==> src/sv/pid_map_allocator_defines.svh <==
// Assertion macros for the guest id allocator.
// Included by the RTL files that carry concurrent assertions; no other dependencies.
`ifndef PID_MAP_ALLOCATOR_DEFINES_SVH
`define PID_MAP_ALLOCATOR_DEFINES_SVH
`ifndef SYNTHESIS
`define PMA_ASSERT(lbl, prop, msg) \
  lbl: assert property (@(posedge clk_i) disable iff (!rst_ni) prop) else $error(msg);
`define PMA_ASSERT_RST(lbl, prop, msg) \
  lbl: assert property (@(posedge clk_i) prop) else $error(msg);
`else
`define PMA_ASSERT(lbl, prop, msg)
`define PMA_ASSERT_RST(lbl, prop, msg)
`endif
`endif

==> src/sv/pma_pkg.sv <==
// Shared constants, codes and controller/datapath interface types of the allocator.
// No dependencies.
`default_nettype none
package pma_pkg;

  localparam int PID_SPACE = 32768;
  localparam int PID_W     = $clog2(PID_SPACE);
  localparam int HOST_W    = 23;
  localparam int KIND_W    = 3;
  localparam int STS_W     = 3;
  localparam int REV_DEPTH = 256;
  localparam int REV_AW    = $clog2(REV_DEPTH);
  localparam int RANGE_W   = PID_W + 1;
  localparam int DIV_W     = 32;
  localparam int DIV_CW    = $clog2(DIV_W);

  localparam logic [11:0]      HASH_MUL    = 12'd3779;
  localparam logic [PID_W-1:0] START_RESET = PID_W'(10);
  localparam logic [PID_W-1:0] LAST_RESET  = PID_W'(32767);

  localparam logic CFG_START = 1'b0;
  localparam logic CFG_LAST  = 1'b1;

  typedef enum logic [2:0] {
    CMD_PERM        = 3'd0,
    CMD_RELATED     = 3'd1,
    CMD_CHILD       = 3'd2,
    CMD_LOOKUP      = 3'd3,
    CMD_LOOKUP_VH   = 3'd4,
    CMD_LOOKUP_HOST = 3'd5,
    CMD_FREE        = 3'd6
  } cmd_e;

  typedef enum logic [KIND_W-1:0] {
    KIND_EMPTY   = 3'd0,
    KIND_PERM    = 3'd1,
    KIND_CHILD   = 3'd2,
    KIND_GROUP   = 3'd3,
    KIND_SESSION = 3'd4,
    KIND_SELF    = 3'd5,
    KIND_ROOT    = 3'd6
  } kind_e;

  typedef enum logic [STS_W-1:0] {
    STS_OK       = 3'd0,
    STS_NONE     = 3'd1,
    STS_FULL     = 3'd2,
    STS_USED     = 3'd3,
    STS_REV_FULL = 3'd4
  } status_e;

  typedef enum logic [4:0] {
    S_CLEAR, S_IDLE, S_DECODE, S_G_RD, S_G_CHK, S_SCAN_GO, S_SCAN, S_SCAN_CHK,
    S_N_RD, S_N_CHK, S_PICK, S_DIV1, S_P0_RD, S_P0_CHK, S_HASH, S_DIV2_GO,
    S_DIV2, S_P_RD, S_P_CHK, S_COMMIT, S_FREE, S_EMIT
  } state_e;

  typedef enum logic [1:0] {RD_G, RD_NG, RD_P} rd_sel_e;

  typedef enum logic [1:0] {E_NONE, E_SLOT, E_NEW_G, E_NEW_P} eload_e;

  typedef struct packed {
    logic                  used;
    logic [KIND_W-1:0]     kind;
    logic [HOST_W-1:0]     host;
  } slot_t;

  typedef struct packed {
    logic [HOST_W-1:0] host;
    logic [PID_W-1:0]  guest;
  } rev_t;

  typedef struct packed {
    logic [PID_W-1:0]  guest;
    logic [HOST_W-1:0] host;
    logic [KIND_W-1:0] kind;
  } entry_t;

  typedef struct packed {
    logic    latch;
    logic    clr_step;
    rd_sel_e rd_sel;
    logic    scan_start;
    logic    scan_key_slot;
    logic    div_start;
    logic    div_hash;
    logic    p_mod;
    logic    hash_calc;
    logic    p_hash;
    logic    p_step;
    eload_e  e_load;
    logic    wr_alloc;
    logic    wr_free;
    logic    rev_add;
    logic    rev_drop;
    logic    emit;
    status_e emit_code;
  } ctrl_cmd_t;

  typedef struct packed {
    cmd_e cmd;
    logic hneg;
    logic kind_ok;
    logic rd_used;
    logic rd_host_neg;
    logic clr_last;
    logic scan_done;
    logic rev_found;
    logic rev_free_ok;
    logic guest_eq;
    logic div_busy;
    logic win_empty;
    logic probe_end;
  } dp_stat_t;

endpackage
`default_nettype wire

==> src/sv/pma_ctrl.sv <==
// Command sequencer of the allocator: decodes an item and steps the datapath.
// Depends on pma_pkg.
`default_nettype none
module pma_ctrl (
  input  logic                clk_i,
  input  logic                rst_ni,
  input  logic                start_i,
  output logic                busy_o,
  input  pma_pkg::dp_stat_t   stat_i,
  output pma_pkg::ctrl_cmd_t  ctl_o
);
  import pma_pkg::*;

  state_e state_q, state_d;

  always_ff @(posedge clk_i or negedge rst_ni) begin
    if (!rst_ni) begin
      state_q <= S_CLEAR;
    end else begin
      state_q <= state_d;
    end
  end

  // Next state.
  always_comb begin
    state_d = state_q;
    case (state_q)
      S_CLEAR: if (stat_i.clr_last) state_d = S_IDLE;
      S_IDLE:  if (start_i) state_d = S_DECODE;
      S_DECODE: begin
        case (stat_i.cmd)
          CMD_PERM, CMD_LOOKUP, CMD_LOOKUP_VH, CMD_FREE: state_d = S_G_RD;
          CMD_RELATED:
            state_d = (!stat_i.kind_ok || stat_i.hneg) ? S_IDLE : S_SCAN_GO;
          CMD_CHILD:       state_d = stat_i.hneg ? S_PICK : S_SCAN_GO;
          CMD_LOOKUP_HOST: state_d = stat_i.hneg ? S_IDLE : S_SCAN_GO;
          default:         state_d = S_IDLE;
        endcase
      end
      S_G_RD: state_d = S_G_CHK;
      S_G_CHK: begin
        case (stat_i.cmd)
          CMD_PERM: begin
            if (stat_i.rd_used) state_d = S_IDLE;
            else if (stat_i.hneg) state_d = S_COMMIT;
            else state_d = S_SCAN_GO;
          end
          CMD_LOOKUP, CMD_LOOKUP_VH: begin
            if (!stat_i.rd_used || (stat_i.cmd == CMD_LOOKUP_VH && stat_i.rd_host_neg)) begin
              state_d = S_IDLE;
            end else begin
              state_d = S_EMIT;
            end
          end
          CMD_FREE: begin
            if (!stat_i.rd_used) state_d = S_IDLE;
            else if (stat_i.rd_host_neg) state_d = S_FREE;
            else state_d = S_SCAN_GO;
          end
          default: state_d = S_IDLE;
        endcase
      end
      S_SCAN_GO: state_d = S_SCAN;
      S_SCAN:    if (stat_i.scan_done) state_d = S_SCAN_CHK;
      S_SCAN_CHK: begin
        case (stat_i.cmd)
          CMD_PERM: begin
            if (stat_i.rev_found || !stat_i.rev_free_ok) state_d = S_IDLE;
            else state_d = S_COMMIT;
          end
          CMD_RELATED: begin
            if (stat_i.rev_found) state_d = S_N_RD;
            else if (!stat_i.rev_free_ok) state_d = S_IDLE;
            else state_d = S_PICK;
          end
          CMD_CHILD: begin
            if (stat_i.rev_found || !stat_i.rev_free_ok) state_d = S_IDLE;
            else state_d = S_PICK;
          end
          CMD_LOOKUP_HOST: state_d = stat_i.rev_found ? S_N_RD : S_IDLE;
          CMD_FREE:        state_d = S_FREE;
          default:         state_d = S_IDLE;
        endcase
      end
      S_N_RD:    state_d = S_N_CHK;
      S_N_CHK:   state_d = stat_i.rd_used ? S_EMIT : S_IDLE;
      S_PICK:    state_d = stat_i.win_empty ? S_IDLE : S_DIV1;
      S_DIV1:    if (!stat_i.div_busy) state_d = S_P0_RD;
      S_P0_RD:   state_d = S_P0_CHK;
      S_P0_CHK:  state_d = stat_i.rd_used ? S_HASH : S_COMMIT;
      S_HASH:    state_d = S_DIV2_GO;
      S_DIV2_GO: state_d = S_DIV2;
      S_DIV2:    if (!stat_i.div_busy) state_d = S_P_RD;
      S_P_RD:    state_d = S_P_CHK;
      S_P_CHK: begin
        if (!stat_i.rd_used) state_d = S_COMMIT;
        else if (stat_i.probe_end) state_d = S_IDLE;
        else state_d = S_P_RD;
      end
      S_COMMIT:  state_d = S_EMIT;
      S_FREE:    state_d = S_IDLE;
      S_EMIT:    state_d = S_IDLE;
      default:   state_d = S_IDLE;
    endcase
  end

  // Datapath commands. Every exit to idle other than from clear carries a result.
  always_comb begin
    ctl_o = '0;
    ctl_o.rd_sel    = RD_G;
    ctl_o.e_load    = E_NONE;
    ctl_o.emit_code = STS_OK;
    case (state_q)
      S_CLEAR: ctl_o.clr_step = 1'b1;
      S_IDLE:  ctl_o.latch = start_i;
      S_DECODE: begin
        ctl_o.emit      = (state_d == S_IDLE);
        ctl_o.emit_code = STS_NONE;
      end
      S_G_RD: ctl_o.rd_sel = RD_G;
      S_G_CHK: begin
        ctl_o.emit = (state_d == S_IDLE);
        if (stat_i.cmd == CMD_PERM) begin
          ctl_o.emit_code = STS_USED;
          ctl_o.e_load    = E_NEW_G;
        end else begin
          ctl_o.emit_code = STS_NONE;
          ctl_o.e_load    = E_SLOT;
        end
      end
      S_SCAN_GO: begin
        ctl_o.scan_start    = 1'b1;
        ctl_o.scan_key_slot = (stat_i.cmd == CMD_FREE);
      end
      S_SCAN_CHK: begin
        ctl_o.emit = (state_d == S_IDLE);
        if (stat_i.rev_found) ctl_o.emit_code = STS_USED;
        else if (!stat_i.rev_free_ok) ctl_o.emit_code = STS_REV_FULL;
        if (stat_i.cmd == CMD_LOOKUP_HOST) ctl_o.emit_code = STS_NONE;
        ctl_o.e_load   = (stat_i.cmd == CMD_PERM) ? E_NEW_G : E_NONE;
        // The reverse entry goes only if it still points at the freed slot.
        ctl_o.rev_drop = (stat_i.cmd == CMD_FREE) && stat_i.rev_found && stat_i.guest_eq;
      end
      S_N_RD: ctl_o.rd_sel = RD_NG;
      S_N_CHK: begin
        ctl_o.e_load    = E_SLOT;
        ctl_o.emit      = !stat_i.rd_used;
        ctl_o.emit_code = STS_NONE;
      end
      S_PICK: begin
        ctl_o.div_start = !stat_i.win_empty;
        ctl_o.emit      = stat_i.win_empty;
        ctl_o.emit_code = STS_FULL;
      end
      S_DIV1:    ctl_o.p_mod = !stat_i.div_busy;
      S_P0_RD:   ctl_o.rd_sel = RD_P;
      S_P0_CHK:  ctl_o.e_load = E_NEW_P;
      S_HASH:    ctl_o.hash_calc = 1'b1;
      S_DIV2_GO: begin
        ctl_o.div_start = 1'b1;
        ctl_o.div_hash  = 1'b1;
      end
      S_DIV2:    ctl_o.p_hash = !stat_i.div_busy;
      S_P_RD:    ctl_o.rd_sel = RD_P;
      S_P_CHK: begin
        ctl_o.e_load    = E_NEW_P;
        ctl_o.p_step    = stat_i.rd_used && !stat_i.probe_end;
        ctl_o.emit      = stat_i.rd_used && stat_i.probe_end;
        ctl_o.emit_code = STS_FULL;
      end
      S_COMMIT: begin
        ctl_o.wr_alloc = 1'b1;
        ctl_o.rev_add  = !stat_i.hneg;
      end
      S_FREE: begin
        ctl_o.wr_free = 1'b1;
        ctl_o.emit    = 1'b1;
      end
      S_EMIT: ctl_o.emit = 1'b1;
      default: ctl_o.latch = 1'b0;
    endcase
  end

  assign busy_o = (state_q != S_IDLE);

endmodule
`default_nettype wire

==> config.mk <==
export PLATFORM = sky130hd
export DESIGN_NAME = pma_ctrl
export DESIGN_NICKNAME = d
export VERILOG_FILES = /design/src/sv/pid_map_allocator_defines.svh /design/src/sv/pma_pkg.sv /design/src/sv/pma_ctrl.sv
export SDC_FILE = /design/constraint.sdc
export NUM_CORES = 1
export LEC_CHECK = 0
export ABC_AREA = 1
export BUFFER_PORTS_ARGS = -buffer_cell sky130_fd_sc_hd__buf_2
export CORE_UTILIZATION = 50
export DETAILED_ROUTE_END_ITERATION = 8
export GPL_ROUTABILITY_DRIVEN = 0
export PLACE_DENSITY = 0.82
export SLEW_MARGIN = 20
export SYNTH_ARGS = -nofsm -noshare
export SYNTH_HDL_FRONTEND = slang
export SYNTH_SLANG_ARGS = --single-unit
==> constraint.sdc <==
create_clock -name clk_i -period 1.8 [get_ports clk_i]
set_input_delay 0.27 -clock clk_i [delete_from_list [all_inputs] [get_ports clk_i]]
set_output_delay 0.27 -clock clk_i [all_outputs]
set_load 0.02 [all_outputs]
==> impl_metrics.py, run 1 <==
metrics = {
    "status": {
        "outcome": "stopped before the end",
        "haltStage": "global routing (5_1_grt)",
        "error_line": "[ERROR DPL-0038] Utilization greater than 100%, impossible to legalize",
    },
    "placement": {
        "dp_hpwl_um": 3450,
        "portBuffers": 40,
        "dp.cells": 343,
    },
    "clocking": {
        "cts-root-buf": "clkbuf_4",
        "cts_num_sinks": 5,
        "cts_made_buffers": 3,
        "clock_path_buffers": 2,
        "cts.htree.levels": 1,
    },
    "global_route": {
        "grt_max_degree": 9,
    },
    "die": {
        "row_count": 17,
        "ios": 41,
        "fp.dieH_um": 50.1,
        "fp.dieW_um": 50.1,
        "start_util": 0.527,
    },
    "timing": {
        "worst_path_end_type": "output port",
        "worst_endpoint": "ctl_o[3]",
    },
    "logic_synthesis": {
        "synth-async-reset-ratio": 1.00,
        "syn-num-nets": 259,
        "seq_area_frac_synth": 0.108,
        "netlist_area_sq_um": 1150,
        "synthCells": 237,
        "synth-edff-count": 0,
        "synth_seq_cells": 5,
        "avgSynthCellArea_sq_um": 4.87,
        "synthDistinctLibCells": 23,
        "yosys_most_used_dff": "dfrtp_1",
        "yosys_warnings": 0,
    },
}
## repair_timing
action	CTS
setup buffers	10
pin swaps	20
endpoints found under the setup margin	12
hold endpoints to repair	5
hold buffers	1
gates resized for setup	59
## cells in the mapped netlist (2+ instances only)
cell type | instances | area share
o211ai_1 | 3 | 0.020
inv_2 | 7 | 0.023
o21ai_0 | 3 | 0.013
nor2_1 | 54 | 0.18
ha_1 | 4 | 0.043
nor3_1 | 4 | 0.017
dfrtp_1 | 5 | 0.11
nand3_1 | 29 | 0.13
a21oi_1 | 4 | 0.017
nor2_2 | 5 | 0.027
nand3_2 | 2 | 0.017
nand4_1 | 4 | 0.022
nand2_1 | 76 | 0.25
buf_2 | 2 | 0.0087
inv_1 | 27 | 0.088
## kinds of logic after synthesis
family          share of synthesized area
flops                               0.108
fa+ha+maj                          0.0433
compound gates                     0.0617
simple gates                        0.648
buf+inv                             0.139
## through the flow
step	instance area [sq um]	hold WS, ps	worst slack [ps]	TNS [ps]
floorplan	1170	-25.6	35.2	0
global placement	1700	84.3	-296	-296
detailed placement	1700	85.3	-332	-339
CTS	2000	362	-306	-1420
==> run 2: changes to the inputs <==
--- a/config.mk
+++ b/config.mk
@@ -7,10 +7,11 @@
 export LEC_CHECK = 0
 export ABC_AREA = 1
 export BUFFER_PORTS_ARGS = -buffer_cell sky130_fd_sc_hd__buf_2
-export CORE_UTILIZATION = 50
+export CORE_AREA = 2 2 63 65
 export DETAILED_ROUTE_END_ITERATION = 8
+export DIE_AREA = 0 0 65 67
 export GPL_ROUTABILITY_DRIVEN = 0
-export PLACE_DENSITY = 0.82
+export PLACE_DENSITY_LB_ADDON = 0.15
 export SLEW_MARGIN = 20
 export SYNTH_ARGS = -nofsm -noshare
 export SYNTH_HDL_FRONTEND = slang
==> impl_metrics.py, run 2 <==
metrics = {
    "finish": {
        "area_growth_pct": 84.8,
        "drive_gt1_frac": 0.476,
        "layout_common_cells": "nand2_1, buf_4, nor2_1",
        "fillers": 370,
        "instances_no_fill": 384,
        "top_regs": "state_q: 5 flops",
        "diodes": 0,
        "largest_reg_flops": 5,
        "nets": 359,
        "mostFrequentLayoutCell": "nand2_1",
        "regMostFlops": "state_q",
        "fin_util": 0.592,
    },
    "clocking": {
        "cts_num_sinks": 5,
        "tritoncts": "built",
        "cts.htree.levels": 1,
        "clock_path_buffers": 2,
        "cts_made_buffers": 3,
        "path_clk_slew_ps": 40,
        "cts-root-buf": "clkbuf_8",
        "clkLatencyLatePin_ps": 220,
    },
    "global_route": {
        "antenna_found_initial": 0,
        "overflow": 0,
        "grt_max_degree": 9,
        "grt_pass1_wl_um": 7010,
        "grt.total_usage": 0.205,
        "grt_pass1_vias": 1619,
    },
    "timing": {
        "max_slew_margin": 0.816,
        "hold_viol": 0,
        "slew_viol_final": 0,
        "setup_viol": 8,
        "fin_worst_skew_ps": 2.42,
        "setup-tns-final_ps": -955,
        "fin_crit_ps": 2130,
        "worst_pin_slew_ps": 275,
        "fin_ws_ps": -331,
        "max_freq_ghz": 0.469,
        "fin_crit_sh": 1.18,
        "rsz0062_at_grt": "true",
    },
    "logic_synthesis": {
        "synth_top_area_cell": "nand2_1",
        "synth_top_area_share": 0.247,
        "netlist_area_sq_um": 1150,
        "syn-num-nets": 259,
        "synth_seq_cells": 5,
        "synthDistinctLibCells": 23,
        "yosys_warnings": 0,
        "synthCells": 237,
        "seq_area_frac_synth": 0.108,
        "synth_area_leaders": "nand2_1, nor2_1, nand3_1",
        "synth-async-reset-ratio": 1.00,
        "synth-edff-count": 0,
        "synthTopCellsByCount": "nand2_1, nor2_1, nand3_1, inv_1, inv_2",
        "avgSynthCellArea_sq_um": 4.87,
        "yosys_most_used_dff": "dfrtp_1",
        "synth_most_common_cell": "nand2_1",
    },
    "detailed_routing": {
        "drc": 0,
        "drt_wl_total_um": 4500,
        "drt_first_pass_iters": 4,
        "drt_iter0_drc": 106,
        "antenna_left": 0,
        "wl_per_cell_um": 11.7,
        "vias": 1789,
        "routed_via_density": 4.66,
    },
    "die": {
        "core-area_sq_um": 3610,
        "start_util": 0.320,
        "row_count": 22,
        "fp.dieW_um": 65,
        "ios": 41,
        "fp.dieH_um": 67,
        "die_area_sq_um": 4360,
    },
    "power": {
        "sw_frac_of_total": 0.497,
        "p_switching_mw": 1.29,
        "pwr-share-comb": 0.812,
        "power.density_nw_per_um2": 1210,
        "irDropWorstVdd_v": 0.000447,
        "clkPwrFrac": 0.079,
        "p_int_mw": 1.30,
        "seqPwrFrac": 0.109,
        "p_leak_nw": 1.24,
    },
    "placement": {
        "dp.cells": 370,
        "dp_hpwl_um": 3640,
        "portBuffers": 40,
    },
    "setup_path": {
        "critical_path.reg2reg.startpoint": "state_q[0]",
        "start_kind": "register",
        "worstPathRequired_ps": 1530,
        "worstSetupPathType": "register to primary output",
        "endpoint_kind": "primary output",
        "reg2reg_setup_slack_ps": -200,
        "reg2reg_depth": 15,
        "r2r-end": "state_q[0]",
        "path_max_fanout": 8,
        "arrival_ps": 1860,
    },
    "status": {
        "violations": "setup timing",
        "outcome": "finished, violations left",
    },
    "worst_hold_path": {
        "hold_class": "input port to asynchronous set/reset pin",
    },
    "run": {
        "timing.max_cap.violations": 0,
    },
}
[run 2: cells by family (layout without fill, tap and decap cells)]
logic type / Yosys count / in the layout / synth area share
AO/OA/AOI/OAI: 12 / 12 / 0.0617
buffers and inverters: 39 / 138 / 0.139
flip-flops: 5 / 5 / 0.108
adder cells (fa/ha/maj): 4 / 4 / 0.0433
AND/OR/NAND/NOR: 177 / 177 / 0.648
[run 2: how the worst max path moves through the flow]
stage               start  endpoint  depth (start not counted)
2_1_floorplan  state_q[4]  ctl_o[3]                         12
3_3_place_gp   stat_i[12]  ctl_o[3]                         14
3_5_place_dp   stat_i[12]  ctl_o[3]                         14
4_1_cts        state_q[1]  ctl_o[3]                         11
5_1_grt        state_q[0]  ctl_o[3]                         12
6_report       state_q[0]  ctl_o[3]                         11
[run 2: critical path, cell delays in order, from the launching register on]
cell,delay [ps]
dfrtp_2,490
buf_4,180
nand3_4,100
nor2_2,50
nor2_1,120
nand3_1,110
nor2_1,130
nand3_1,90
nor2_1,120
nand2_1,70
nand2_2,60
buf_6,110
[run 2: cell type report]
| class | count | area, sq um | share of cell area |
|---|---|---|---|
| multi-input cells | 193 | 1060 | 0.496 |
| repair buffers | 99 | 701 | 0.328 |
| inverters | 35 | 139 | 0.0651 |
| flip-flops and latches | 5 | 130 | 0.0610 |
| well taps | 48 | 60.1 | 0.0281 |
| clock buffers | 4 | 45.0 | 0.0211 |
[run 2: power groups by stage]
stage / Clock (mW) / Combinational [mW] / Sequential (mW)
6_report: 0.205 / 2.10 / 0.282
3_5_place_dp: 0 / 1.46 / 0.238
3_3_place_gp: 0 / 1.47 / 0.240
4_1_cts: 0.211 / 1.80 / 0.264
5_1_grt: 0.226 / 2.26 / 0.287
2_1_floorplan: 0 / 0.895 / 0.176
[run 2: timing repair]
action / CTS / global route
setup endpoints to repair: 14 / 18
pin swaps: 8 / 12
hold endpoints to repair: 5 / 0
hold buffers: 1 / 0
gates resized for setup: 35 / 37
buffers inserted: 5 / 5
[run 2: layer usage]
| metal | wire length [um] | GRT usage | up-vias | part of all wire |
|---|---|---|---|---|
| li1 | - | - | 951 | - |
| met1 | 2030 | 0.265 | 794 | 0.45 |
| met3 | 160 | 0.0169 | 4 | 0.036 |
| met5 | 0 | 0 | - | 0 |
| met4 | 38 | 0.0346 | 0 | 0.0084 |
| met2 | 2270 | 0.374 | 40 | 0.50 |
[run 2: per-stage QoR]
stage | hold WS [ps] | instance area [sq um] | total power, mW | setup WS, ps
2_1_floorplan | -25.6 | 1170 | 1.07 | 35.2
3_3_place_gp | 89.0 | 1770 | 1.71 | -331
3_5_place_dp | 87.8 | 1770 | 1.70 | -330
4_1_cts | 391 | 1990 | 2.28 | -302
5_1_grt | 406 | 2130 | 2.78 | -453
6_report | 400 | 2130 | 2.59 | -331
Note: power is estimated with default switching activity, not from simulation.
